--- src/sv/json_string_unescape_decoder_assert.svh ---
// Assertion macros used by the decoder's top-level RTL file.
// Each expects clk and rst_n in the scope where it is used.
`ifndef JSON_STRING_UNESCAPE_DECODER_ASSERT_SVH
`define JSON_STRING_UNESCAPE_DECODER_ASSERT_SVH

// Same-cycle implication.
`define JSU_ASSERT_NOW(lbl, ante, cons, msg) \
  lbl: assert property (@(posedge clk) disable iff (!rst_n) (ante) |-> (cons)) \
    else $error(msg);

// Next-cycle implication.
`define JSU_ASSERT_NEXT(lbl, ante, cons, msg) \
  lbl: assert property (@(posedge clk) disable iff (!rst_n) (ante) |=> (cons)) \
    else $error(msg);

`endif

--- src/sv/jsu_pkg.sv ---
package jsu_pkg;

  localparam int unsigned ByteW = 8;
  localparam int unsigned StatW = 2;

  // Result status codes
  localparam logic [StatW-1:0] ST_BYTE   = 2'd0;
  localparam logic [StatW-1:0] ST_CLOSED = 2'd1;
  localparam logic [StatW-1:0] ST_ERROR  = 2'd2;

  // Up to three result bytes caused by one input transaction
  typedef struct packed {
    logic [1:0]       cnt;     // number of results, 0 to 3
    logic [StatW-1:0] status;
    logic [ByteW-1:0] b0;
    logic [ByteW-1:0] b1;
    logic [ByteW-1:0] b2;
  } jsu_burst_t;

endpackage

--- src/sv/jsu_in_reg.sv ---
module jsu_in_reg (
  input  logic                   clk,
  input  logic                   rst_n,
  input  logic                   in_tvalid,
  output logic                   in_tready,
  input  logic [jsu_pkg::ByteW-1:0] in_byte,
  input  logic                   in_end,
  input  logic                   consume,
  output logic                   item_valid,
  output logic [jsu_pkg::ByteW-1:0] item_byte,
  output logic                   item_end
);
  import jsu_pkg::*;

  logic             valid_r;
  logic [ByteW-1:0] byte_r;
  logic             end_r;

  assign in_tready  = !valid_r || consume;
  assign item_valid = valid_r;
  assign item_byte  = byte_r;
  assign item_end   = end_r;

  always_ff @(posedge clk) begin
    if (!rst_n) begin
      valid_r <= 1'b0;
    end else if (in_tready) begin
      valid_r <= in_tvalid;
    end
  end

  always_ff @(posedge clk) begin
    if (in_tready && in_tvalid) begin
      byte_r <= in_byte;
      end_r  <= in_end;
    end
  end

endmodule

--- src/sv/jsu_decode.sv ---
module jsu_decode (
  input  logic                      clk,
  input  logic                      rst_n,
  input  logic [jsu_pkg::ByteW-1:0] item_byte,
  input  logic                      item_end,
  input  logic                      consume,
  output jsu_pkg::jsu_burst_t       burst
);
  import jsu_pkg::*;

  localparam logic [1:0] MODE_WAIT = 2'd0;
  localparam logic [1:0] MODE_STR  = 2'd1;
  localparam logic [1:0] MODE_ESC  = 2'd2;
  localparam logic [1:0] MODE_HEX  = 2'd3;

  localparam logic [7:0] CH_QUOTE = 8'h22;
  localparam logic [7:0] CH_BSL   = 8'h5C;
  localparam logic [7:0] CH_SLASH = 8'h2F;
  localparam logic [7:0] CH_B     = 8'h62;
  localparam logic [7:0] CH_F     = 8'h66;
  localparam logic [7:0] CH_N     = 8'h6E;
  localparam logic [7:0] CH_R     = 8'h72;
  localparam logic [7:0] CH_T     = 8'h74;
  localparam logic [7:0] CH_U     = 8'h75;

  logic [1:0]  mode_r, mode_nxt;
  logic [1:0]  hex_cnt_r, hex_cnt_nxt;
  logic [15:0] cp_r, cp_nxt;
  logic [15:0] cp_full;
  logic        hex_ok;
  logic [3:0]  hex_val;
  logic        err;

  always_comb begin
    hex_ok  = 1'b1;
    hex_val = 4'd0;
    if (item_byte >= 8'h30 && item_byte <= 8'h39) begin
      hex_val = item_byte[3:0];
    end else if ((item_byte >= 8'h61 && item_byte <= 8'h66) ||
                 (item_byte >= 8'h41 && item_byte <= 8'h46)) begin
      hex_val = item_byte[3:0] + 4'd9;
    end else begin
      hex_ok = 1'b0;
    end
  end

  assign cp_full = {cp_r[11:0], hex_val};

  always_comb begin
    burst       = '0;
    mode_nxt    = mode_r;
    hex_cnt_nxt = hex_cnt_r;
    cp_nxt      = cp_r;
    err         = 1'b0;
    if (item_end) begin
      err = 1'b1;
    end else begin
      unique case (mode_r)
        MODE_WAIT: begin
          if (item_byte != CH_QUOTE) begin
            err = 1'b1;
          end else begin
            mode_nxt = MODE_STR;
          end
        end
        MODE_STR: begin
          if (item_byte == CH_QUOTE) begin
            mode_nxt     = MODE_WAIT;
            burst.cnt    = 2'd1;
            burst.status = ST_CLOSED;
          end else if (item_byte == CH_BSL) begin
            mode_nxt = MODE_ESC;
          end else begin
            burst.cnt = 2'd1;
            burst.b0  = item_byte;
          end
        end
        MODE_ESC: begin
          mode_nxt  = MODE_STR;
          burst.cnt = 2'd1;
          unique case (item_byte)
            CH_QUOTE, CH_BSL, CH_SLASH: burst.b0 = item_byte;
            CH_B: burst.b0 = 8'h08;
            CH_F: burst.b0 = 8'h0C;
            CH_N: burst.b0 = 8'h0A;
            CH_R: burst.b0 = 8'h0D;
            CH_T: burst.b0 = 8'h09;
            CH_U: begin
              burst.cnt   = 2'd0;
              mode_nxt    = MODE_HEX;
              hex_cnt_nxt = 2'd0;
              cp_nxt      = 16'd0;
            end
            default: err = 1'b1;
          endcase
        end
        MODE_HEX: begin
          if (!hex_ok) begin
            err = 1'b1;
          end else if (hex_cnt_r == 2'd3) begin
            mode_nxt    = MODE_STR;
            hex_cnt_nxt = 2'd0;
            cp_nxt      = 16'd0;
            if (cp_full < 16'h0080) begin
              burst.cnt = 2'd1;
              burst.b0  = cp_full[7:0];
            end else if (cp_full < 16'h0800) begin
              burst.cnt = 2'd2;
              burst.b0  = 8'hC0 | {3'd0, cp_full[10:6]};
              burst.b1  = 8'h80 | {2'd0, cp_full[5:0]};
            end else begin
              burst.cnt = 2'd3;
              burst.b0  = 8'hE0 | {4'd0, cp_full[15:12]};
              burst.b1  = 8'h80 | {2'd0, cp_full[11:6]};
              burst.b2  = 8'h80 | {2'd0, cp_full[5:0]};
            end
          end else begin
            cp_nxt      = cp_full;
            hex_cnt_nxt = hex_cnt_r + 2'd1;
          end
        end
        default: err = 1'b1;
      endcase
    end
    if (err) begin
      burst        = '0;
      burst.cnt    = 2'd1;
      burst.status = ST_ERROR;
      mode_nxt     = MODE_WAIT;
      hex_cnt_nxt  = 2'd0;
      cp_nxt       = 16'd0;
    end
  end

  always_ff @(posedge clk) begin
    if (!rst_n) begin
      mode_r    <= MODE_WAIT;
      hex_cnt_r <= 2'd0;
      cp_r      <= 16'd0;
    end else if (consume) begin
      mode_r    <= mode_nxt;
      hex_cnt_r <= hex_cnt_nxt;
      cp_r      <= cp_nxt;
    end
  end

endmodule

--- src/sv/jsu_out_burst.sv ---
module jsu_out_burst (
  input  logic                      clk,
  input  logic                      rst_n,
  input  logic                      load,
  input  jsu_pkg::jsu_burst_t       burst,
  output logic                      free,
  output logic                      out_tvalid,
  input  logic                      out_tready,
  output logic [jsu_pkg::ByteW-1:0] out_byte,
  output logic [jsu_pkg::StatW-1:0] out_status,
  output logic                      out_tlast,
  output logic [1:0]                held_cnt
);
  import jsu_pkg::*;

  logic       valid_r, valid_nxt;
  logic [1:0] idx_r, idx_nxt;
  jsu_burst_t burst_r;
  logic       take;

  assign out_tvalid = valid_r;
  assign out_tlast  = (idx_r == burst_r.cnt - 2'd1);
  assign out_status = burst_r.status;
  assign held_cnt   = burst_r.cnt;
  assign take       = valid_r && out_tready;
  // empty, or the final byte of the held burst leaves this cycle
  assign free       = !valid_r || (out_tready && out_tlast);

  always_comb begin
    unique case (idx_r)
      2'd0:    out_byte = burst_r.b0;
      2'd1:    out_byte = burst_r.b1;
      default: out_byte = burst_r.b2;
    endcase
  end

  always_comb begin
    valid_nxt = valid_r;
    idx_nxt   = idx_r;
    if (load) begin
      valid_nxt = 1'b1;
      idx_nxt   = 2'd0;
    end else if (take) begin
      if (out_tlast) begin
        valid_nxt = 1'b0;
      end else begin
        idx_nxt = idx_r + 2'd1;
      end
    end
  end

  always_ff @(posedge clk) begin
    if (!rst_n) begin
      valid_r <= 1'b0;
      idx_r   <= 2'd0;
    end else begin
      valid_r <= valid_nxt;
      idx_r   <= idx_nxt;
    end
  end

  always_ff @(posedge clk) begin
    if (load) begin
      burst_r <= burst;
    end
  end

endmodule

--- src/sv/json_string_unescape_decoder.sv ---
// JSON string unescape decoder.
// Input channel in_*: one byte of a quoted JSON string per transaction in
// in_tdata; in_tuser set marks the end of input (no byte carried, gives an
// error result). Output channel out_*: decoded bytes in out_tdata, status
// in out_tuser (byte, string closed, syntax error); out_tlast marks the
// final result caused by one input transaction.
// The first result of an accepted input transaction passes through the input
// register and then the output register before it shows on out_*.
// Throughput: one input transaction per cycle while each gives at most one
// result and the receiver does not stall; a \u escape giving a two- or
// three-byte UTF-8 sequence holds the input until the single output register,
// which hands the burst out one byte per cycle while out_tready is high, is free.
// The opening quote, backslash, 'u' and the first three hex digits give no
// result and never wait on the output side.
// Reset (rst_n low, synchronous) empties both registers and returns the
// decoder to waiting for an opening quote.
// When the receiver stalls, the result holds on out_* and the input register
// keeps one further transaction before in_tready drops.
module json_string_unescape_decoder (
  input  logic       clk,
  input  logic       rst_n,
  input  logic       in_tvalid,
  output logic       in_tready,
  input  logic [7:0] in_tdata,   // [7:0] in_byte
  input  logic [0:0] in_tuser,   // [0] stream_end
  output logic       out_tvalid,
  input  logic       out_tready,
  output logic [7:0] out_tdata,  // [7:0] out_byte
  output logic [1:0] out_tuser,  // [1:0] status
  output logic       out_tlast
);
  import jsu_pkg::*;

  `include "json_string_unescape_decoder_assert.svh"

  logic             item_valid;
  logic [ByteW-1:0] item_byte;
  logic             item_end;
  jsu_burst_t       burst;
  logic             out_free;
  logic             consume;
  logic             load;
  logic [1:0]       held_cnt;

  // Advance the held item when it gives no result, or when the output
  // register can take its burst this cycle.
  assign consume = item_valid && ((burst.cnt == 2'd0) || out_free);
  assign load    = consume && (burst.cnt != 2'd0);

  jsu_in_reg u_in_reg (
    .clk        (clk),
    .rst_n      (rst_n),
    .in_tvalid  (in_tvalid),
    .in_tready  (in_tready),
    .in_byte    (in_tdata),
    .in_end     (in_tuser[0]),
    .consume    (consume),
    .item_valid (item_valid),
    .item_byte  (item_byte),
    .item_end   (item_end)
  );

  jsu_decode u_decode (
    .clk       (clk),
    .rst_n     (rst_n),
    .item_byte (item_byte),
    .item_end  (item_end),
    .consume   (consume),
    .burst     (burst)
  );

  jsu_out_burst u_out_burst (
    .clk        (clk),
    .rst_n      (rst_n),
    .load       (load),
    .burst      (burst),
    .free       (out_free),
    .out_tvalid (out_tvalid),
    .out_tready (out_tready),
    .out_byte   (out_tdata),
    .out_status (out_tuser),
    .out_tlast  (out_tlast),
    .held_cnt   (held_cnt)
  );

  `JSU_ASSERT_NOW(a_burst_nonempty, out_tvalid, held_cnt != 2'd0, "empty burst presented")
  `JSU_ASSERT_NOW(a_status_single, out_tvalid && (out_tuser != ST_BYTE), (out_tdata == 8'd0) && out_tlast, "status result not a lone zero byte")
  `JSU_ASSERT_NEXT(a_item_held, item_valid && !consume, item_valid && $stable(item_byte) && $stable(item_end), "input item lost while waiting")

endmodule

--- config.mk ---
export PLATFORM = sky130hd
export DESIGN_NAME = json_string_unescape_decoder
export DESIGN_NICKNAME = d
export VERILOG_FILES = /design/src/sv/jsu_pkg.sv /design/src/sv/jsu_in_reg.sv /design/src/sv/jsu_decode.sv /design/src/sv/jsu_out_burst.sv /design/src/sv/json_string_unescape_decoder.sv
export VERILOG_INCLUDE_DIRS = /design/src /design/src/sv
export SDC_FILE = /design/constraint.sdc
export NUM_CORES = 1
export LEC_CHECK = 0
export ABC_AREA = 1
export BUFFER_PORTS_ARGS = -buffer_cell sky130_fd_sc_hd__buf_2
export CORE_ASPECT_RATIO = 0.6
export CORE_MARGIN = 2
export CORE_UTILIZATION = 60
export DETAILED_ROUTE_END_ITERATION = 10
export GPL_ROUTABILITY_DRIVEN = 0
export PLACE_DENSITY_LB_ADDON = 0.3
export SETUP_SLACK_MARGIN = 0.3
export SLEW_MARGIN = 0
export SYNTH_ARGS = -nofsm -noshare
export SYNTH_HDL_FRONTEND = slang
export SYNTH_HIERARCHICAL = 1
export SYNTH_SLANG_ARGS = --single-unit
--- constraint.sdc ---
create_clock -name clk -period 5.18 [get_ports clk]
set_input_delay 0.777 -clock clk [delete_from_list [all_inputs] [get_ports clk]]
set_output_delay 0.777 -clock clk [all_outputs]
set_load 0.01 [all_outputs]
======== Word-level counts from Yosys, hierarchy flattened ========
Cells that the tools add are included.
operators by class
  muxes and demuxes ....................... 57
  divide/modulo/power cells ............... 0
  $mul .................................... 0
  equality and inequality tests ........... 22
  bitwise logic cells ..................... 6
  magnitude comparators ................... 8
  reduce and logical (&&, ||, !) cells .... 32
  shift-type cells ........................ 0
  add/subtract/negate cells ............... 4
operators by type and width
  kind                                                          number
  two-way mux 12 bit                                            5
  == test 8 x 7 -> 1 bit, second input constant                 7
  two-way mux 28 bit                                            2
  two-way mux 24 bit                                            2
  case mux 8 bit (6 select lines)                               1
  two-way mux 2 bit                                             17
  two-way mux 16 bit                                            2
  two-way mux 8 bit                                             4
  case mux 12 bit (2 select lines)                              1
  case mux 8 bit (3 select lines)                               1
  == test 8 x 6 -> 1 bit, second input constant                 2
  >= comparator 8 x 7 -> 1 bit, second input constant           2
  <= comparator 8 x 7 -> 1 bit, second input constant           2
  less-than comparator 16 x 12 -> 1 bit, second input constant  1
  less-than comparator 16 x 8 -> 1 bit, second input constant   1
  case mux 8 bit (2 select lines)                               1
  two-way mux 1 bit                                             14
  two-way mux 14 bit                                            1
  OR reduction 9 bit                                            1
  >= comparator 8 x 6 -> 1 bit, second input constant           1
  <= comparator 8 x 6 -> 1 bit, second input constant           1
  logical AND 1 bit                                             8
  two-way mux 4 bit                                             2
  inequality test 8 x 6 -> 1 bit, second input constant         1
  27 further kinds                                              49
word-level totals
  bits in read-only memories .............. 0
  output and inout bits ................... 13
  latch bits .............................. 0
  register bits ........................... 57
  bits in writable memories ............... 0
  word-level logic and storage cells ...... 144
  bits of input ports ..................... 13
  memories kept ........................... 0

======== Longest topological paths before layout ========
  word-level depth ........................ 19
  gate-level depth with buffers ........... 24
  mapped depth without buffers ............ 22

======== By module ========
The synthesis kept the hierarchy.
by module, submodules not included
  module                        area each (um^2)  instances  cells an instance  seq. area each (um^2)
  jsu_decode                    1929.4            1          348                320.3
  jsu_out_burst                 1252.5            1          95                 900.9
  jsu_in_reg                    321.6             1          16                 290.3
  json_string_unescape_decoder  26.3              1          6                  0.0

======== Least setup slack after synthesis ========
OpenSTA, ideal clock, no wires.
  path type ............................... flip-flop to flip-flop
  start point ............................. register u_in_reg.byte_r[0] (netlist: u_in_reg/item_byte[0])
  end point ............................... register u_out_burst.idx_r[1]
  buffers on the path ..................... 0
  arrival time ............................ 4.319 ns
  clock period less this slack ............ 4.433 ns
  required time ........................... 5.066 ns
  path slack .............................. 0.747 ns
  setup time .............................. 0.114 ns
  stages on the path, launching flop included .. 18
  cells stage by stage .................... edfxtp_1 -> inv_1 -> ha_1 -> o21ai_0 -> nand2_1 -> nand2_2 -> nand2_1 -> nand3_1 -> nor2_1 -> inv_1 -> nor2_1 -> inv_1 -> nor2_1 -> nor2_2 -> nor3_1 -> nor2_1 -> nand2_1 -> nor2_2
RTL lines
  what                    line                 text
  start, declared         jsu_in_reg.sv:16     logic [ByteW-1:0] byte_r;
  start signal, assigned  jsu_in_reg.sv:34     byte_r <= in_byte;
  end signal, assigned    jsu_out_burst.sv:58  idx_r <= idx_nxt;
  end, declared           jsu_out_burst.sv:17  logic [1:0] idx_r, idx_nxt;

==> impl.org <==
** Critical path
- For flop-to-flop paths, the worst setup slack is about 1.3 ns.
- Cell Chain, Critical Path :: inv_1 > ha_1 > o21ai_0 > nand2_1 > nand2_2 > nand2_1 > nand3_1 > nor2_1 > inv_1 > nor2_1 > inv_1 > nor2_1 > nor2_2 > nor2_1 > nor2_1 > inv_2 > nand2_2 > buf_2
- Critical path start-end classification :: reg2out
- Reg-to-reg critical path startpoint :: u_in_reg/item_byte[0]
- STA classifies the critical path endpoint as a primary output.
- Cell at the slowest stage of the critical path :: edfxtp_1
- The number of cells on the worst reg-to-reg path is 22.
- Worst stage delay on the critical path :: 0.51 ns
- Along the worst path, the maximum fanout reaches 9.
- The worst register-to-register path ends at u_decode/cp_r[9].
- Count of buffering cells on the critical path with inverters included :: 5
- Critical path's top delay family :: simple AND/OR/NAND/NOR gates
- Data required time at the worst endpoint :: between 4 and 5 ns
- Data on the critical path arrives at its endpoint at around 3.3 ns.
- STA classifies the critical path startpoint as a flop.
- In this run the number of cells on the critical path is 18.
- In this design, the critical path's most frequently occurring cell is nor2_1.

** Global routing
- GRT Util Overall :: between 20% and 30%
- Vias in the first global route :: around 2,800
- Global-route wire length before repair :: around 14,000 um
- Entering global routing, the biggest net connects 31 pins.
- Initial antenna violation count :: 0
- Leftover overflow at the end of global routing :: 0

** Placed design
- Final HPWL DP :: 6321 um
- Port buffering added 25 buffers.
- Once placement finished, the instance area stood at around 0.0036 mm^2.
- Placed Cells incl. Taps :: 554

** Pwr
- Dividing total power by cell area gives a power density of approximately 320 mW/mm^2.
- The worst-case IR drop observed on VDD is around 0.00024 V.
- Static leakage :: between 1.5 and 2 nW
- The design draws between 1 and 1.5 mW.

** Clock tree
- The clock reaches the later pin of the worst-skew pair after approximately 0.34 ns.
- CTS saw 57 sinks.
- Number of hold-repair buffers added at the cts stage :: 0
- The H-tree was split into 3 levels.
- The number of gates resized after CTS was 0.
- Number of setup buffers added after CTS :: 0
- The cell sitting at the root of the clock tree is a clkbuf_8.
- Clock Path Buffers :: 2
- Counting the buffers created by CTS gives 9.
- TritonCTS built the clock tree.
- Clock-pin slew was measured on the worst setup and hold paths at about 0.07 ns.

** STA
- Setup violations remaining at the end of the flow were counted as 0.
- Slew @ Worst Pin :: 0.9747 ns
- Derived from the worst setup path, the maximum achievable clock frequency is 243.1 MHz.
- Final period utilization :: around four fifths
- Final Max Tran Viols :: 0
- Setup repair after global routing left no endpoint under its margin.
- Measured against its own limit, the worst slew margin works out to roughly a third.
- Final Hold Fails :: 0
- Setup TNS :: 0 ns
- Skew final :: 0.01192 ns
- Hold is met by roughly 0.50 ns.
- Final critical path time including I/O delays and setup :: around 4.1 ns

** Floorplanning
- In this run the count of I/O pins placed on the die edge is 26.
- Measured along the y axis, the die boundary spans about 63 um.
- Die width :: roughly 100 um
- Total Die Area :: roughly 0.0065 mm^2
- Initial core utilization :: a little over three fifths
- The core region is approximately 0.0056 mm^2.
- Row cnt :: 21

** Detailed routing
- For this block, the via count after detailed routing is approximately 3,200.
- Wires add up to 8691 um.
- Average routed wire per standard cell :: about 15 um
- Post-DR vias/cell :: around 5.7
- The first TritonRoute pass finished after 6 iterations.
- DRC viols :: 0
- In this run the remaining antenna-violating nets after routing total 0.
- The first routing iteration left 477 violations.

** Worst hold path
- Path category of the worst min-delay check :: reg2reg
- The worst hold path passes through 2 cells.
- End point of the worst hold path :: u_decode/cp_r[8]
- Min-Delay Startpoint :: u_decode/cp_r[8]

** Cells and area
- For this run, the post-layout net count is between 500 and 600.
- The filler cells instantiated in the layout total a little under 500.
- 0 antenna diodes ended up in the layout.
- Growth of design area from synthesis to finish :: 9.078%
- Fraction of final layout cells with drive strength greater than 1 :: between 10% and 20%
- Post-route design area :: around 0.0038 mm^2
- Number of standard cells in the final layout excluding fillers :: 570

** Yosys
- Dividing the synthesized area by the synthesized cell count gives 7.591 um^2.
- After synthesis the cells add up to 0.003515 mm^2.
- Count of yosys warnings during synthesis :: 6
- Number of instances in the synthesized netlist :: roughly 460

** Run
- Max Cap Viol :: 0

** Outcome
- Status :: finished, final reports clean
where the power goes:
| part | internal (mW) | switching (mW) | total, mW |
|---|---|---|---|
| combinational | 0.0811 | 0.182 | 0.263 |
| clock | 0.219 | 0.183 | 0.402 |
| sequential | 0.523 | 0.0309 | 0.554 |
sequential cells by signal, summed over array words and instances, names as in the netlist:
signal / count
u_decode/mode_r: 2
u_out_burst/out_tvalid: 1
u_decode/hex_cnt_r: 2
u_out_burst/burst_r: 24
u_out_burst/out_status: 2
u_in_reg/item_end: 1
u_out_burst/held_cnt: 2
u_in_reg/item_valid: 1
u_decode/cp_r: 12
u_out_burst/idx_r: 2
u_in_reg/item_byte: 8
metal layers:
layer / track usage [%] / share of wire, % / vias to the layer above / wire, um
met5: 0 / 0 / - / 0
met4: 7.072 / 2.0 / 0 / 173
met3: 10.77 / 13 / 27 / 1146
met2: 38.73 / 38 / 229 / 3305
met1: 43.42 / 47 / 1442 / 4065
li1: - / - / 1550 / -
layout make-up:
class	count	area, um^2	share of cell area, %
Timing Repair Buffer	26	132.6	3.460
Inverter	60	227.7	5.940
Sequential cell	57	1511	39.43
Clock buffer	10	127.6	3.329
Tap cell	80	100.1	2.611
Clock inverter	6	60.06	1.567
Multi-Input combinational cell	331	1674	43.67
cell usage in the layout, fill, tap and decap left out, types with 12 or more instances in the layout:
cell	instances
o21ai_0	14
nand2_1	114
nor2_1	59
inv_1	52
dfxtp_1	20
nand3_1	34
nor3_1	14
a22oi_1	12
nor2_2	16
buf_2	25
edfxtp_1	37
a21oi_1	22
tightest hold or removal path, stage by stage (launching register included):
cell and delay (ns):
dfxtp_1 0.31, nor2_1 0.10, nor2_1 0.05
metrics by stage:
step | setup WS, ns | util [%]
after global placement | 1.525 | 64.84
after floorplan | 0.7473 | -
after CTS | 1.145 | 68.18
after global routing | 0.7961 | 68.18
final | 1.066 | 68.18
after detailed placement | 1.427 | 64.84
worst max path at each step:
stage                          startpoint                    end  slack [ns]
floorplan           u_in_reg/item_byte[0]   u_out_burst/idx_r[1]        0.75
global placement    u_in_reg/item_byte[0]  u_in_reg/item_byte[0]        1.52
detailed placement  u_in_reg/item_byte[0]  u_in_reg/item_byte[0]        1.43
CTS                 u_in_reg/item_byte[0]              in_tready        1.14
global route        u_in_reg/item_byte[0]              in_tready        0.80
finish              u_in_reg/item_byte[0]              in_tready        1.07
No activity file was read; power rests on OpenSTA's default activity.
